File: src/rtl/core/dwpid_pkg.sv
// shared types and constants of the two-wheel encoder speed regulator
// depends on nothing; used by the interfaces, the mac unit and the top level
package dwpid_pkg;

	typedef enum logic [1:0] {
		ACT_ENCODER = 2'd0,
		ACT_TICK    = 2'd1,
		ACT_START   = 2'd2,
		ACT_STOP    = 2'd3
	} action_t;

	typedef enum logic [2:0] {
		CFG_PROP_GAIN   = 3'd0,
		CFG_INTEG_GAIN  = 3'd1,
		CFG_DERIV_GAIN  = 3'd2,
		CFG_TARGET      = 3'd3,
		CFG_BASE_DUTY   = 3'd4,
		CFG_LEFT_OFFSET = 3'd5
	} cfg_idx_t;

	localparam int CFG_IDX_W  = 3;
	localparam int CFG_DATA_W = 16;

	localparam logic [15:0] PROP_GAIN_RST   = 16'd3932;
	localparam logic [15:0] INTEG_GAIN_RST  = 16'd393;
	localparam logic [15:0] DERIV_GAIN_RST  = 16'd983;
	localparam logic [7:0]  TARGET_RST      = 8'd20;
	localparam logic [15:0] BASE_DUTY_RST   = 16'd12000;
	localparam logic [15:0] LEFT_OFFSET_RST = 16'd3000;

	// width of the Q.16 sum of three error products
	localparam int SUM_W = 35;
	// signed multiplier operand a: 16 bit error values and an unsigned 16 bit duty
	localparam int OPA_W = 17;

	localparam logic [15:0] CNT_MAX   = 16'hFFFF;
	localparam logic [14:0] TOTAL_MAX = 15'h7FFF;

	typedef struct packed {
		logic clr;
		logic acc_en;
	} mac_ctl_t;

endpackage

File: src/rtl/core/dwpid_if.sv
// valid/ready channels of the regulator: input items and result items
// depends on dwpid_pkg
interface dwpid_in_if;
	logic                  valid;
	logic                  ready;
	dwpid_pkg::action_t    action;
	logic                  left_pulse;
	logic                  right_pulse;
	logic                  left_run;
	logic                  right_run;
	logic                  straight_run;

	modport source (output valid, action, left_pulse, right_pulse, left_run, right_run,
		straight_run, input ready);
	modport sink (input valid, action, left_pulse, right_pulse, left_run, right_run,
		straight_run, output ready);
endinterface

interface dwpid_out_if;
	logic               valid;
	logic               ready;
	logic        [15:0] left_duty;
	logic        [15:0] right_duty;
	logic        [14:0] travelled;
	logic signed [15:0] left_error;
	logic signed [15:0] right_error;
	logic               moving;

	modport source (output valid, left_duty, right_duty, travelled, left_error, right_error,
		moving, input ready);
	modport sink (input valid, left_duty, right_duty, travelled, left_error, right_error,
		moving, output ready);
endinterface

File: src/rtl/core/dwpid_mac.sv
// shared signed multiplier with registered product and a product accumulator
// depends on dwpid_pkg
module dwpid_mac #(
	parameter int B_W = 16
) (
	input  logic                                  clk,
	input  dwpid_pkg::mac_ctl_t                   ctl,
	input  logic signed [dwpid_pkg::OPA_W-1:0]    a,
	input  logic        [B_W-1:0]                 b,
	output logic signed [dwpid_pkg::OPA_W+B_W-1:0] prod,
	output logic signed [dwpid_pkg::SUM_W-1:0]    acc
);
	import dwpid_pkg::*;

	localparam int P_W = OPA_W + B_W;

	logic signed [P_W:0]     full_w;
	logic signed [P_W-1:0]   prod_q;
	logic signed [SUM_W-1:0] acc_q;

	assign full_w = a * $signed({1'b0, b});

	always_ff @(posedge clk) begin
		prod_q <= P_W'(full_w);
		if (ctl.clr) begin
			acc_q <= '0;
		end else if (ctl.acc_en) begin
			acc_q <= acc_q + SUM_W'(prod_q);
		end
	end

	assign prod = prod_q;
	assign acc  = acc_q;
endmodule

File: src/rtl/core/dual_wheel_encoder_pid_duty_core.sv
// top level of the two-wheel encoder speed regulator with pid gain and duty output
// depends on dwpid_pkg, dwpid_if and dwpid_mac
//
// Every input beat yields one result beat holding both duties, the travelled distance
// (average of the two saturating totals), the last errors and the moving flag. Encoder,
// start and stop beats update state at acceptance. A control tick taken while moving
// straight runs, per wheel, seven steps on one shared multiplier (proportional, integral
// and previous-error products, accumulate, gain update and clamp, base duty times gain,
// duty write); a tick at any other time only yields its result beat. The input is
// not ready while a beat is in work; a finished result sits in an output register, so a
// new beat is taken while it waits. Gains are unsigned Q1.GAIN_FRAC_BITS.
module dual_wheel_encoder_pid_duty_core #(
	parameter int GAIN_FRAC_BITS = 16
) (
	input  logic                               clk,
	input  logic                               arst_n,
	input  logic                               cfg_we,
	input  logic [dwpid_pkg::CFG_IDX_W-1:0]    cfg_index,
	input  logic [dwpid_pkg::CFG_DATA_W-1:0]   cfg_data,
	dwpid_in_if.sink                           item,
	dwpid_out_if.source                        result
);
	import dwpid_pkg::*;

	localparam int GAIN_W = GAIN_FRAC_BITS + 1;
	localparam int B_W    = (GAIN_W > 16) ? GAIN_W : 16;
	localparam int P_W    = OPA_W + B_W;
	localparam int SHL    = (GAIN_FRAC_BITS >= 16) ? GAIN_FRAC_BITS - 16 : 0;
	localparam int SHR    = (GAIN_FRAC_BITS < 16) ? 16 - GAIN_FRAC_BITS : 0;
	localparam int D_W    = SUM_W + SHL + 1;
	localparam logic [GAIN_W-1:0] GAIN_ONE = GAIN_W'(1) << GAIN_FRAC_BITS;

	typedef enum logic [8:0] {
		S_IDLE  = 9'b000000001,
		S_MP    = 9'b000000010,
		S_MI    = 9'b000000100,
		S_MD    = 9'b000001000,
		S_ACC   = 9'b000010000,
		S_GAIN  = 9'b000100000,
		S_MDUTY = 9'b001000000,
		S_DUTY  = 9'b010000000,
		S_DONE  = 9'b100000000
	} state_t;

	state_t state_q;
	logic   wheel_q;

	logic [15:0] prop_q, integ_q, deriv_q, base_q, loff_q;
	logic [7:0]  target_q;

	logic [GAIN_W-1:0]  l_gain_q, r_gain_q;
	logic signed [15:0] l_prev_q, r_prev_q, l_sum_q, r_sum_q;
	logic [15:0]        l_cnt_q, r_cnt_q, l_duty_q, r_duty_q;
	logic [14:0]        l_tot_q, r_tot_q;
	logic               moving_q, straight_q;
	logic signed [15:0] err_q;

	logic               ov_q;
	logic [15:0]        o_ld_q, o_rd_q;
	logic [14:0]        o_tr_q;
	logic signed [15:0] o_le_q, o_re_q;
	logic               o_mv_q;

	logic [GAIN_W-1:0]  cur_gain;
	logic signed [15:0] cur_prev, cur_sum;
	logic [15:0]        cur_cnt;
	logic signed [16:0] diff_w;
	logic signed [15:0] err_w;
	logic signed [16:0] sum_nx_w;
	logic signed [15:0] sum_sat_w;
	logic signed [D_W-1:0] d_w, g_w;
	logic [GAIN_W-1:0]  gain_nx_w;
	logic [15:0]        duty_w;
	logic [15:0]        trav_w;
	logic [15:0]        lstart_w;

	mac_ctl_t                mac_ctl;
	logic signed [OPA_W-1:0] op_a;
	logic [B_W-1:0]          op_b;
	logic signed [P_W-1:0]   prod;
	logic signed [SUM_W-1:0] acc;

	logic in_beat, out_free;

	assign in_beat  = item.valid && item.ready;
	assign out_free = !ov_q || result.ready;
	assign item.ready = (state_q == S_IDLE);

	// current wheel
	assign cur_gain = wheel_q ? r_gain_q : l_gain_q;
	assign cur_prev = wheel_q ? r_prev_q : l_prev_q;
	assign cur_sum  = wheel_q ? r_sum_q  : l_sum_q;
	assign cur_cnt  = wheel_q ? r_cnt_q  : l_cnt_q;

	assign diff_w = $signed({9'd0, target_q}) - $signed({1'b0, cur_cnt});
	assign err_w  = (diff_w < -17'sd32768) ? -16'sd32768 : 16'(diff_w);

	assign sum_nx_w  = {cur_sum[15], cur_sum} + {err_q[15], err_q};
	assign sum_sat_w = (sum_nx_w > 17'sd32767) ? 16'sd32767 :
		(sum_nx_w < -17'sd32768) ? -16'sd32768 : 16'(sum_nx_w);

	assign d_w = (D_W'(acc) <<< SHL) >>> SHR;
	assign g_w = d_w + $signed(D_W'(cur_gain));

	always_comb begin
		if (g_w[D_W-1]) begin
			gain_nx_w = '0;
		end else if (g_w > $signed(D_W'(GAIN_ONE))) begin
			gain_nx_w = GAIN_ONE;
		end else begin
			gain_nx_w = GAIN_W'(g_w);
		end
	end

	assign duty_w   = prod[GAIN_FRAC_BITS +: 16];
	assign trav_w   = {1'b0, l_tot_q} + {1'b0, r_tot_q};
	assign lstart_w = (item.left_run && base_q > loff_q) ? base_q - loff_q : 16'd0;

	// operand select for the shared multiplier
	always_comb begin
		op_a    = '0;
		op_b    = '0;
		mac_ctl = '0;
		case (state_q)
			S_MP: begin
				op_a        = {err_w[15], err_w};
				op_b        = B_W'(prop_q);
				mac_ctl.clr = 1'b1;
			end
			S_MI: begin
				op_a           = {cur_sum[15], cur_sum};
				op_b           = B_W'(integ_q);
				mac_ctl.acc_en = 1'b1;
			end
			S_MD: begin
				op_a           = {cur_prev[15], cur_prev};
				op_b           = B_W'(deriv_q);
				mac_ctl.acc_en = 1'b1;
			end
			S_ACC: begin
				mac_ctl.acc_en = 1'b1;
			end
			S_MDUTY: begin
				op_a = {1'b0, base_q};
				op_b = B_W'(cur_gain);
			end
			default: begin
			end
		endcase
	end

	dwpid_mac #(
		.B_W(B_W)
	) u_mac (
		.clk  (clk),
		.ctl  (mac_ctl),
		.a    (op_a),
		.b    (op_b),
		.prod (prod),
		.acc  (acc)
	);

	// configuration registers
	always_ff @(posedge clk or negedge arst_n) begin
		if (!arst_n) begin
			prop_q   <= PROP_GAIN_RST;
			integ_q  <= INTEG_GAIN_RST;
			deriv_q  <= DERIV_GAIN_RST;
			target_q <= TARGET_RST;
			base_q   <= BASE_DUTY_RST;
			loff_q   <= LEFT_OFFSET_RST;
		end else if (cfg_we) begin
			case (cfg_index)
				CFG_PROP_GAIN:   prop_q   <= cfg_data;
				CFG_INTEG_GAIN:  integ_q  <= cfg_data;
				CFG_DERIV_GAIN:  deriv_q  <= cfg_data;
				CFG_TARGET:      target_q <= cfg_data[7:0];
				CFG_BASE_DUTY:   base_q   <= cfg_data;
				CFG_LEFT_OFFSET: loff_q   <= cfg_data;
				default: begin
				end
			endcase
		end
	end

	// sequencer and wheel state
	always_ff @(posedge clk or negedge arst_n) begin
		if (!arst_n) begin
			state_q    <= S_IDLE;
			wheel_q    <= 1'b0;
			l_gain_q   <= GAIN_ONE;
			r_gain_q   <= GAIN_ONE;
			l_prev_q   <= '0;
			r_prev_q   <= '0;
			l_sum_q    <= '0;
			r_sum_q    <= '0;
			l_cnt_q    <= '0;
			r_cnt_q    <= '0;
			l_tot_q    <= '0;
			r_tot_q    <= '0;
			l_duty_q   <= '0;
			r_duty_q   <= '0;
			moving_q   <= 1'b0;
			straight_q <= 1'b0;
			err_q      <= '0;
		end else begin
			case (state_q)
				S_IDLE: begin
					if (in_beat) begin
						state_q <= S_DONE;
						wheel_q <= 1'b0;
						case (item.action)
							ACT_ENCODER: begin
								if (item.left_pulse) begin
									if (l_cnt_q != CNT_MAX) l_cnt_q <= l_cnt_q + 16'd1;
									if (l_tot_q != TOTAL_MAX) l_tot_q <= l_tot_q + 15'd1;
								end
								if (item.right_pulse) begin
									if (r_cnt_q != CNT_MAX) r_cnt_q <= r_cnt_q + 16'd1;
									if (r_tot_q != TOTAL_MAX) r_tot_q <= r_tot_q + 15'd1;
								end
							end
							ACT_TICK: begin
								if (moving_q && straight_q) state_q <= S_MP;
							end
							ACT_START: begin
								l_duty_q   <= lstart_w;
								r_duty_q   <= item.right_run ? base_q : 16'd0;
								straight_q <= item.straight_run;
								moving_q   <= 1'b1;
								l_cnt_q    <= '0;
								r_cnt_q    <= '0;
							end
							ACT_STOP: begin
								l_duty_q <= '0;
								r_duty_q <= '0;
								moving_q <= 1'b0;
								l_cnt_q  <= '0;
								r_cnt_q  <= '0;
								l_tot_q  <= '0;
								r_tot_q  <= '0;
							end
							default: begin
							end
						endcase
					end
				end
				S_MP: begin
					err_q   <= err_w;
					state_q <= S_MI;
				end
				S_MI:    state_q <= S_MD;
				S_MD:    state_q <= S_ACC;
				S_ACC:   state_q <= S_GAIN;
				S_GAIN: begin
					if (wheel_q) begin
						r_gain_q <= gain_nx_w;
						r_prev_q <= err_q;
						r_sum_q  <= sum_sat_w;
						r_cnt_q  <= '0;
					end else begin
						l_gain_q <= gain_nx_w;
						l_prev_q <= err_q;
						l_sum_q  <= sum_sat_w;
						l_cnt_q  <= '0;
					end
					state_q <= S_MDUTY;
				end
				S_MDUTY: state_q <= S_DUTY;
				S_DUTY: begin
					if (wheel_q) begin
						r_duty_q <= duty_w;
						state_q  <= S_DONE;
					end else begin
						l_duty_q <= duty_w;
						wheel_q  <= 1'b1;
						state_q  <= S_MP;
					end
				end
				S_DONE: begin
					if (out_free) state_q <= S_IDLE;
				end
				default: state_q <= S_IDLE;
			endcase
		end
	end

	// result register
	always_ff @(posedge clk or negedge arst_n) begin
		if (!arst_n) begin
			ov_q <= 1'b0;
		end else if (state_q == S_DONE && out_free) begin
			ov_q <= 1'b1;
		end else if (result.ready) begin
			ov_q <= 1'b0;
		end
	end

	always_ff @(posedge clk) begin
		if (state_q == S_DONE && out_free) begin
			o_ld_q <= l_duty_q;
			o_rd_q <= r_duty_q;
			o_tr_q <= trav_w[15:1];
			o_le_q <= l_prev_q;
			o_re_q <= r_prev_q;
			o_mv_q <= moving_q;
		end
	end

	assign result.valid       = ov_q;
	assign result.left_duty   = o_ld_q;
	assign result.right_duty  = o_rd_q;
	assign result.travelled   = o_tr_q;
	assign result.left_error  = o_le_q;
	assign result.right_error = o_re_q;
	assign result.moving      = o_mv_q;

	// checks
	a_tick_needs_straight: assert property (@(posedge clk) disable iff (!arst_n)
		(state_q == S_MP) |-> (moving_q && straight_q))
		else $error("regulation step while not moving straight");

	a_gain_bounded: assert property (@(posedge clk) disable iff (!arst_n)
		(l_gain_q <= GAIN_ONE) && (r_gain_q <= GAIN_ONE))
		else $error("wheel gain above one");

	a_busy_after_beat: assert property (@(posedge clk) disable iff (!arst_n)
		in_beat |=> !item.ready)
		else $error("input ready right after an accepted beat");

	a_done_loads_result: assert property (@(posedge clk) disable iff (!arst_n)
		(state_q == S_DONE && out_free) |=> ov_q)
		else $error("finished beat did not reach the result register");
endmodule
File: src/flat_wrapper.sv
// flat-port wrapper written by rule: the top's interface ports become plain ports
module dual_wheel_encoder_pid_duty_core_flat import dwpid_pkg::*;
#(
	parameter int GAIN_FRAC_BITS = 16
)
  (clk, arst_n, cfg_we, cfg_index, cfg_data, item_valid, item_action, item_left_pulse, item_right_pulse, item_left_run, item_right_run, item_straight_run, item_ready, result_valid, result_left_duty, result_right_duty, result_travelled, result_left_error, result_right_error, result_moving, result_ready);
  dwpid_in_if item_i ();
  dwpid_out_if result_i ();
  input  logic clk;
  input  logic arst_n;
  input  logic cfg_we;
  input  logic [dwpid_pkg::CFG_IDX_W-1:0] cfg_index;
  input  logic [dwpid_pkg::CFG_DATA_W-1:0] cfg_data;
  input wire logic [$bits(item_i.valid)-1:0] item_valid;
  input wire logic [$bits(item_i.action)-1:0] item_action;
  input wire logic [$bits(item_i.left_pulse)-1:0] item_left_pulse;
  input wire logic [$bits(item_i.right_pulse)-1:0] item_right_pulse;
  input wire logic [$bits(item_i.left_run)-1:0] item_left_run;
  input wire logic [$bits(item_i.right_run)-1:0] item_right_run;
  input wire logic [$bits(item_i.straight_run)-1:0] item_straight_run;
  output wire logic [$bits(item_i.ready)-1:0] item_ready;
  output wire logic [$bits(result_i.valid)-1:0] result_valid;
  output wire logic [$bits(result_i.left_duty)-1:0] result_left_duty;
  output wire logic [$bits(result_i.right_duty)-1:0] result_right_duty;
  output wire logic [$bits(result_i.travelled)-1:0] result_travelled;
  output wire logic [$bits(result_i.left_error)-1:0] result_left_error;
  output wire logic [$bits(result_i.right_error)-1:0] result_right_error;
  output wire logic [$bits(result_i.moving)-1:0] result_moving;
  input wire logic [$bits(result_i.ready)-1:0] result_ready;
  assign item_i.valid = item_valid;
  assign item_i.action = item_action;
  assign item_i.left_pulse = item_left_pulse;
  assign item_i.right_pulse = item_right_pulse;
  assign item_i.left_run = item_left_run;
  assign item_i.right_run = item_right_run;
  assign item_i.straight_run = item_straight_run;
  assign item_ready = item_i.ready;
  assign result_valid = result_i.valid;
  assign result_left_duty = result_i.left_duty;
  assign result_right_duty = result_i.right_duty;
  assign result_travelled = result_i.travelled;
  assign result_left_error = result_i.left_error;
  assign result_right_error = result_i.right_error;
  assign result_moving = result_i.moving;
  assign result_i.ready = result_ready;
  dual_wheel_encoder_pid_duty_core #(.GAIN_FRAC_BITS(GAIN_FRAC_BITS)) u_core (.clk(clk), .arst_n(arst_n), .cfg_we(cfg_we), .cfg_index(cfg_index), .cfg_data(cfg_data), .item(item_i), .result(result_i));
endmodule
File: config.mk
export PLATFORM = sky130hd
export DESIGN_NAME = dual_wheel_encoder_pid_duty_core_flat
export DESIGN_NICKNAME = d
export VERILOG_FILES = /design/src/rtl/core/dwpid_pkg.sv /design/src/rtl/core/dwpid_if.sv /design/src/rtl/core/dwpid_mac.sv /design/src/rtl/core/dual_wheel_encoder_pid_duty_core.sv /design/src/flat_wrapper.sv
export SDC_FILE = /design/constraint.sdc
export NUM_CORES = 2
export LEC_CHECK = 0
export BUFFER_PORTS_ARGS = -buffer_cell sky130_fd_sc_hd__buf_2
export CAP_MARGIN = 20
export CORE_MARGIN = 1
export CORE_UTILIZATION = 23
export DETAILED_ROUTE_END_ITERATION = 16
export PLACE_DENSITY = 0.4
export RECOVER_POWER = 100
export SETUP_SLACK_MARGIN = 0.2
export SLEW_MARGIN = 20
export SYNTH_ARGS = -nofsm -noshare
export SYNTH_HDL_FRONTEND = slang
export SYNTH_HIERARCHICAL = 1
export SYNTH_SLANG_ARGS = --single-unit
File: constraint.sdc
create_clock -name clk -period 20.1 [get_ports clk]
set_clock_uncertainty 0.2 [all_clocks]
set_input_delay 3.015 -clock clk [delete_from_list [all_inputs] [get_ports clk]]
set_output_delay 3.015 -clock clk [all_outputs]
set_load 0.05 [all_outputs]
# ---- Word-level counts from Yosys, hierarchy flattened
# Index checks and enable logic that the tools add are counted.
dict set report totals {
  in_bits 31
  reg_bits 458
  wordCells 171
}
dict set report op_classes {
  n_reduce_logical 33
  add_sub_neg 10
  bitwise_logic 1
  n_lt_le_gt_ge 5
  n_mux 52
  n_mul 1
  n_eq_ne 37
}
# cell n
set op_table {}
lappend op_table {{two-way mux 16 bit} 20}
lappend op_table {{case mux 16 bit (2 select lines)} 8}
lappend op_table {{case mux 17 bit (4 select lines)} 2}
lappend op_table {{case mux 9 bit (9 select lines)} 1}
lappend op_table {{two-way mux 15 bit} 4}
lappend op_table {{case mux 15 bit (2 select lines)} 2}
lappend op_table {{two-way mux 17 bit} 3}
lappend op_table {{two-way mux 9 bit} 5}
lappend op_table {{adder 35 x 18 -> 36 bit} 1}
lappend op_table {{> comparator 36 x 18 -> 1 bit (second input constant)} 1}
lappend op_table {{adder 35 x 34 -> 35 bit} 1}
lappend op_table {{less-than comparator 17 x 16 -> 1 bit (second input constant)} 2}
lappend op_table {{multiplier 17 x 18 -> 34 bit} 1}
lappend op_table {{adder 16 x 1 -> 16 bit (second input constant)} 2}
lappend op_table {{inequality test 16 bit (second input constant)} 2}
lappend op_table {{adder 15 x 1 -> 15 bit (second input constant)} 2}
lappend op_table {{inequality test 15 bit (second input constant)} 2}
lappend op_table {{AND reduction 2 bit} 10}
lappend op_table {{inequality test 3 bit (second input constant)} 6}
lappend op_table {{adder 16 x 16 -> 17 bit} 1}
lappend op_table {{> comparator 17 x 16 -> 1 bit (second input constant)} 1}
lappend op_table {{subtractor 8 x 16 -> 17 bit} 1}
lappend op_table {{adder 15 x 15 -> 16 bit} 1}
lappend op_table {{> comparator 16 bit} 1}
lappend op_table {{other kinds (32)} 59}

# ---- Depth between registers and ports, before layout
dict set report logic_depth {
  ltp_word 6
  ltp_mapped 44
  mapped_depth_nobuf 37
}

# ---- Cells and area by module
# The synthesis kept the hierarchy.
# mod area_per_inst_um2 cells_each instances
set by_module_without_submodules {}
lappend by_module_without_submodules {dual_wheel_encoder_pid_duty_core 21544.4 2202 1}
lappend by_module_without_submodules {dwpid_mac 13264.0 1490 1}

# ---- Worst setup path after synthesis
# OpenSTA, ideal clock, no wires.
dict set report synth_path {
  kind {register to register}
  start {register u_core.wheel_q}
  end {register u_core.u_mac.prod_q[30], in the netlist u_core/u_mac/prod[30]}
  path_stages_with_launch 42
  required_ns 19.828
  t_arrival_ns 10.425
  path_buffers 7
  setup_slack_ns 9.403
  period_less_slack_ns 10.697
  cell_sequence {dfrtp_1 -> clkbuf_1 -> clkbuf_1 -> clkbuf_1 -> clkbuf_1 -> clkbuf_1 -> mux2_2 -> ha_1 -> inv_1 -> fa_1 -> a21o_1 -> a21oi_1 -> o21ai_0 -> a21oi_1 -> o21ai_0 -> and2_1 -> o21a_1 -> mux2i_1 -> [6 not listed] -> fa_1 -> fa_1 -> inv_1 -> fa_1 -> fa_1 -> inv_1 -> fa_1 -> inv_1 -> ha_1 -> a21o_1 -> a21o_1 -> a32oi_1 -> o211ai_1 -> a31o_1 -> a21o_1 -> a311o_1 -> a21oi_2 -> xnor2_1}
}
dict set report synth_via {
  elab_chain_len 6
  word_cells_on_any_way 10
  cone_classes {add/sub: 1; mul: 1; order compare: 1; mux: 7}
}
# element line
set synth_lines {}
lappend synth_lines {{from (decl)} dual_wheel_encoder_pid_duty_core.sv:46} ;# logic wheel_q;
lappend synth_lines {{from (signal assigned)} dual_wheel_encoder_pid_duty_core.sv:190} ;# wheel_q <= 1'b0;
lappend synth_lines {{from (signal assigned)} dual_wheel_encoder_pid_duty_core.sv:211} ;# wheel_q <= 1'b0;
lappend synth_lines {{from (signal assigned)} dual_wheel_encoder_pid_duty_core.sv:276} ;# wheel_q <= 1'b1;
lappend synth_lines {{two-way mux 16 bit} dual_wheel_encoder_pid_duty_core.sv:93} ;# assign cur_cnt = wheel_q ? r_cnt_q : l_cnt_q;
lappend synth_lines {{subtractor 8 x 16 -> 17 bit} dual_wheel_encoder_pid_duty_core.sv:95} ;# assign diff_w = $signed({9'd0, target_q}) - $signed({1'b0, cur_cnt});
lappend synth_lines {{less-than comparator 17 x 16 -> 1 bit} dual_wheel_encoder_pid_duty_core.sv:96} ;# assign err_w = (diff_w < -17'sd32768) ? -16'sd32768 : 16'(diff_w);
lappend synth_lines {{two-way mux 16 bit} dual_wheel_encoder_pid_duty_core.sv:96}
lappend synth_lines {{case mux 17 bit (4 select lines) (*)} dual_wheel_encoder_pid_duty_core.sv:124} ;# case (state_q)
lappend synth_lines {{named net u_core.op_a[7]} dual_wheel_encoder_pid_duty_core.sv:78} ;# logic signed [OPA_W-1:0] op_a;
lappend synth_lines {{multiplier 17 x 18 -> 34 bit (*)} dwpid_mac.sv:21} ;# assign full_w = a * $signed({1'b0, b});
lappend synth_lines {{named net u_core.u_mac.full_w[30]} dwpid_mac.sv:17} ;# logic signed [P_W:0] full_w;
lappend synth_lines {{to (signal assigned)} dwpid_mac.sv:24} ;# prod_q <= P_W'(full_w);
lappend synth_lines {{to (decl)} dwpid_mac.sv:18} ;# logic signed [P_W-1:0] prod_q;
# Mark *: on every way through the listed nets, which the timed path passes. The rest lies on a longest branch.
# A chain may end at the register's enable or synchronous reset.

# ---- Final worst setup path
dict set report layout_path {
  start {register u_core.wheel_q}
  end {register u_core.u_mac.prod_q[23], in the netlist u_core/u_mac/prod[23]}
}
# The elaborated chain is that of the path after synthesis.

==> impl_metrics.py <==
metrics = {
    "status": {
        "run_status": "complete, but fails checks",
        "violations": "max-capacitance violations, max-slew violations",
    },
    "layout": {
        "layout.cells.most_common": "nand2_1",
        "fin_util": 0.262,
        "areaGrowthSynthToFinish_pct": 12.9,
        "fillerInstances": 16200,
        "layout-drive-gt1-share": 0.0900,
        "final_cell_count_no_fill": 5816,
        "num-nets-final": 4252,
        "layout.cells.most_common_list": "452 x nand2_1, 366 x inv_1, 270 x dfrtp_1",
    },
    "critical_path": {
        "critPathSlowestCell": "dfrtp_1",
        "critical_path_class": "reg2reg",
        "worst-endpoint-required_ps": 20460,
        "reg2reg_from": "u_core/wheel_q",
        "worst_setup_path_endpoint": "u_core/u_mac/prod[23]",
        "worst_setup_path_startpoint": "u_core/wheel_q",
        "timing.critical_path.max_delay_family": "adder cells",
        "crit_path_max_fanout": 37,
        "reg2reg_slack_ps": 7820,
        "regToRegEndpoint": "u_core/u_mac/prod[23]",
        "worst_setup_path_start_kind": "flip-flop",
        "slowest_delay_ps": 1520,
        "worst_path_most_repeated_cell": "fa_1",
        "worst-path-stages": 35,
        "reg2reg_depth": 35,
        "cp.buffers_inverters": 6,
        "cp_data_arrival_time_ps": 12630,
        "critPathCaptureType": "flip-flop",
    },
    "sta": {
        "max-slew-margin-rel": -1.98,
        "timing.setup.tns_ps": 0,
        "max_clock_freq_ghz": 0.0815,
        "max_slew.worst_pin.slew_ps": 4470,
        "slew_viol_final": 609,
        "finalHoldViolations": 0,
        "timing.final.ws_setup_ps": 7820,
        "endpoints_failing_setup": 0,
        "unrepaired_setup_endpoints_after_global_routing": "no",
        "fin_crit_sh": 0.611,
        "period_minus_slack_ps": 12280,
    },
    "clock_network": {
        "clock_insertion_delay_worst_skew_ps": 630,
        "clock_pin_slew_of_the_registers_on_the_worst_case_setup_and_hold_paths_ps": 60,
        "postCtsResizedCells": 0,
        "cts_max_path_buffers": 3,
        "cts_made_buffers": 52,
        "clockRootBuffer": "clkbuf_16",
        "htree_levels": 2,
        "cts.sink_count": 458,
        "cts_tree": "done",
        "post_cts.repair.setup_buffers": 0,
        "ctsHoldBuffers": 0,
    },
    "synth": {
        "xor_xnor_share_of_the_synthesized_area": 0.0307,
        "synthAdderAreaFrac": 0.218,
        "ys.flop_type": "dfrtp_1",
        "postSynthAreaPerCell_um2": 9.43,
        "dominant_combinational_cell_family_by_area_after_synthesis": "adder cells",
        "synthDistinctLibCells": 101,
        "netlist_instances": 3692,
        "post_synthesis_async_set_or_reset_flop_share": 0.675,
        "synth-warning-count": 6,
        "yosys.area_share.simple": 0.161,
        "mappedNetlistArea_um2": 34800,
        "ys_seq_area_frac": 0.332,
        "muxShareOfSynthArea": 0.0515,
        "synth_compound_area_frac": 0.148,
        "synth-edff-count": 80,
        "total_of_flip_flops_plus_latches_after_synthesis": 458,
        "synth_nets": 4189,
    },
    "hold_path": {
        "min_path_type": "reg2reg",
    },
    "detailed_routing": {
        "drt_pre_antenna_iters": 6,
        "routedWlPerCell_um": 19.1,
        "route.final.wire_length_mm": 111,
        "ant_nets": 0,
        "initialDrtViolationCount": 1773,
        "drc": 0,
        "route.vias.total": 26900,
        "via_per_inst": 4.62,
    },
    "power": {
        "cellLeakagePower_nw": 17.3,
        "clockPowerShare": 0.354,
        "power-per-cell-area_nw_per_um2": 69.9,
        "power.share.sequential": 0.436,
        "logic_pwr_share": 0.210,
        "power_switching_mw": 0.893,
        "internal-power_mw": 1.85,
        "p_sw_frac": 0.325,
        "power.ir.vdd_worst_mv": 0.0580,
    },
    "placement": {
        "place.detailed.hpwl_mm": 84.6,
        "gp_congestion": 0.831,
        "placement.io_buffers": 112,
        "cell_count_post_placement": 5715,
        "dpl_worst_slack_ps": 10040,
    },
    "flow_run": {
        "max-cap-violations": 17,
    },
    "floorplanning": {
        "floorplan.die_area_um2": 153000,
        "floorplan.initialDensity": 0.232,
        "floorplan.die.height_um": 391,
        "io_pins": 113,
        "placementRows": 142,
        "coreArea_um2": 150000,
        "die_w_um": 391,
    },
    "global_routing": {
        "grt.total_usage": 0.147,
        "via_count_of_the_first_global_routing_pass": 27600,
        "grt_pass1_wl_mm": 173,
        "grt_max_degree": 75,
        "gr-total-overflow": 0,
        "number_of_antenna_violations_at_the_first_check_in_global_routing": 11,
    },
}
## per-layer routing
metal,up-vias,GRT usage,part of all wire
met1,13400,0.198,0.47
met3,116,0.0130,0.032
met2,489,0.252,0.48
met4,0,0.0345,0.021
li1,12900,-,-
met5,-,0,0
## power groups by stage
stage	Sequential, mW	Clock [mW]	Combinational, mW
final	1.20	0.972	0.577
after global routing	1.21	1.04	0.650
after CTS	1.20	1.01	0.593
after detailed placement	1.22	0	0.590
after global placement	1.22	0	0.589
after floorplan	1.22	0	0.377
## worst min-delay path by stage
stage,from,to,cells past startpoint
after floorplan,u_core/l_duty_q[10],u_core/result.left_duty[10],0
final,u_core/r_duty_q[13],u_core/result.right_duty[13],0
after global routing,u_core/r_duty_q[8],u_core/result.right_duty[8],0
after detailed placement,u_core/r_duty_q[13],u_core/result.right_duty[13],0
after global placement,u_core/r_duty_q[4],u_core/result.right_duty[4],0
after CTS,u_core/r_duty_q[13],u_core/result.right_duty[13],0
## synthesized netlist by cell type (54+ instances only)
cell | count | area share
o21ai_0 | 209 | 0.030
nor2_1 | 204 | 0.022
inv_1 | 367 | 0.040
clkbuf_1 | 147 | 0.016
a21oi_1 | 183 | 0.026
ha_1 | 236 | 0.085
mux2i_1 | 56 | 0.016
and2_1 | 156 | 0.028
fa_1 | 230 | 0.13
xnor2_1 | 89 | 0.022
nor3_1 | 54 | 0.0078
edfxtp_1 | 80 | 0.069
nand2_1 | 452 | 0.049
dfrtp_1 | 270 | 0.19
mux2_2 | 108 | 0.035
dfxtp_1 | 69 | 0.040
nand3_1 | 67 | 0.0096
## sequential cells by signal (all words and copies together) (netlist names), 17 cells and up
register and flops:
u_core/u_mac/acc 35, u_core/u_mac/prod 34, u_core/r_gain_q 17, u_core/l_gain_q 17
## cell families after synthesis
logic type / Yosys count
AND/OR/NAND/NOR: 1158
multiplexers: 165
AO/OA/AOI/OAI: 785
flip-flops: 458
adder cells (fa/ha/maj): 469
buffers and inverters: 535
XOR/XNOR: 122
## through the flow
step           instance area [um^2]  power, mW  hold slack [ps]
2_1_floorplan                 34800       1.60              225
3_3_place_gp                  37800       1.80              234
3_5_place_dp                  37800       1.81              234
4_1_cts                       39600       2.80              237
5_1_grt                       39300       2.90              253
6_report                      39300       2.75              239
## area by class of cell
type	instances	area, um^2	area share
multi-input combinational	2699	21200	0.541
sequential	458	11600	0.294
tap	2016	2520	0.0642
clock buffer	78	1550	0.0395
inverter	369	1390	0.0353
timing repair buffer	175	841	0.0214
clock inverter	20	180	0.00459
antenna	1	2.50	0.0000637
Power figures use the tool's default switching activity.
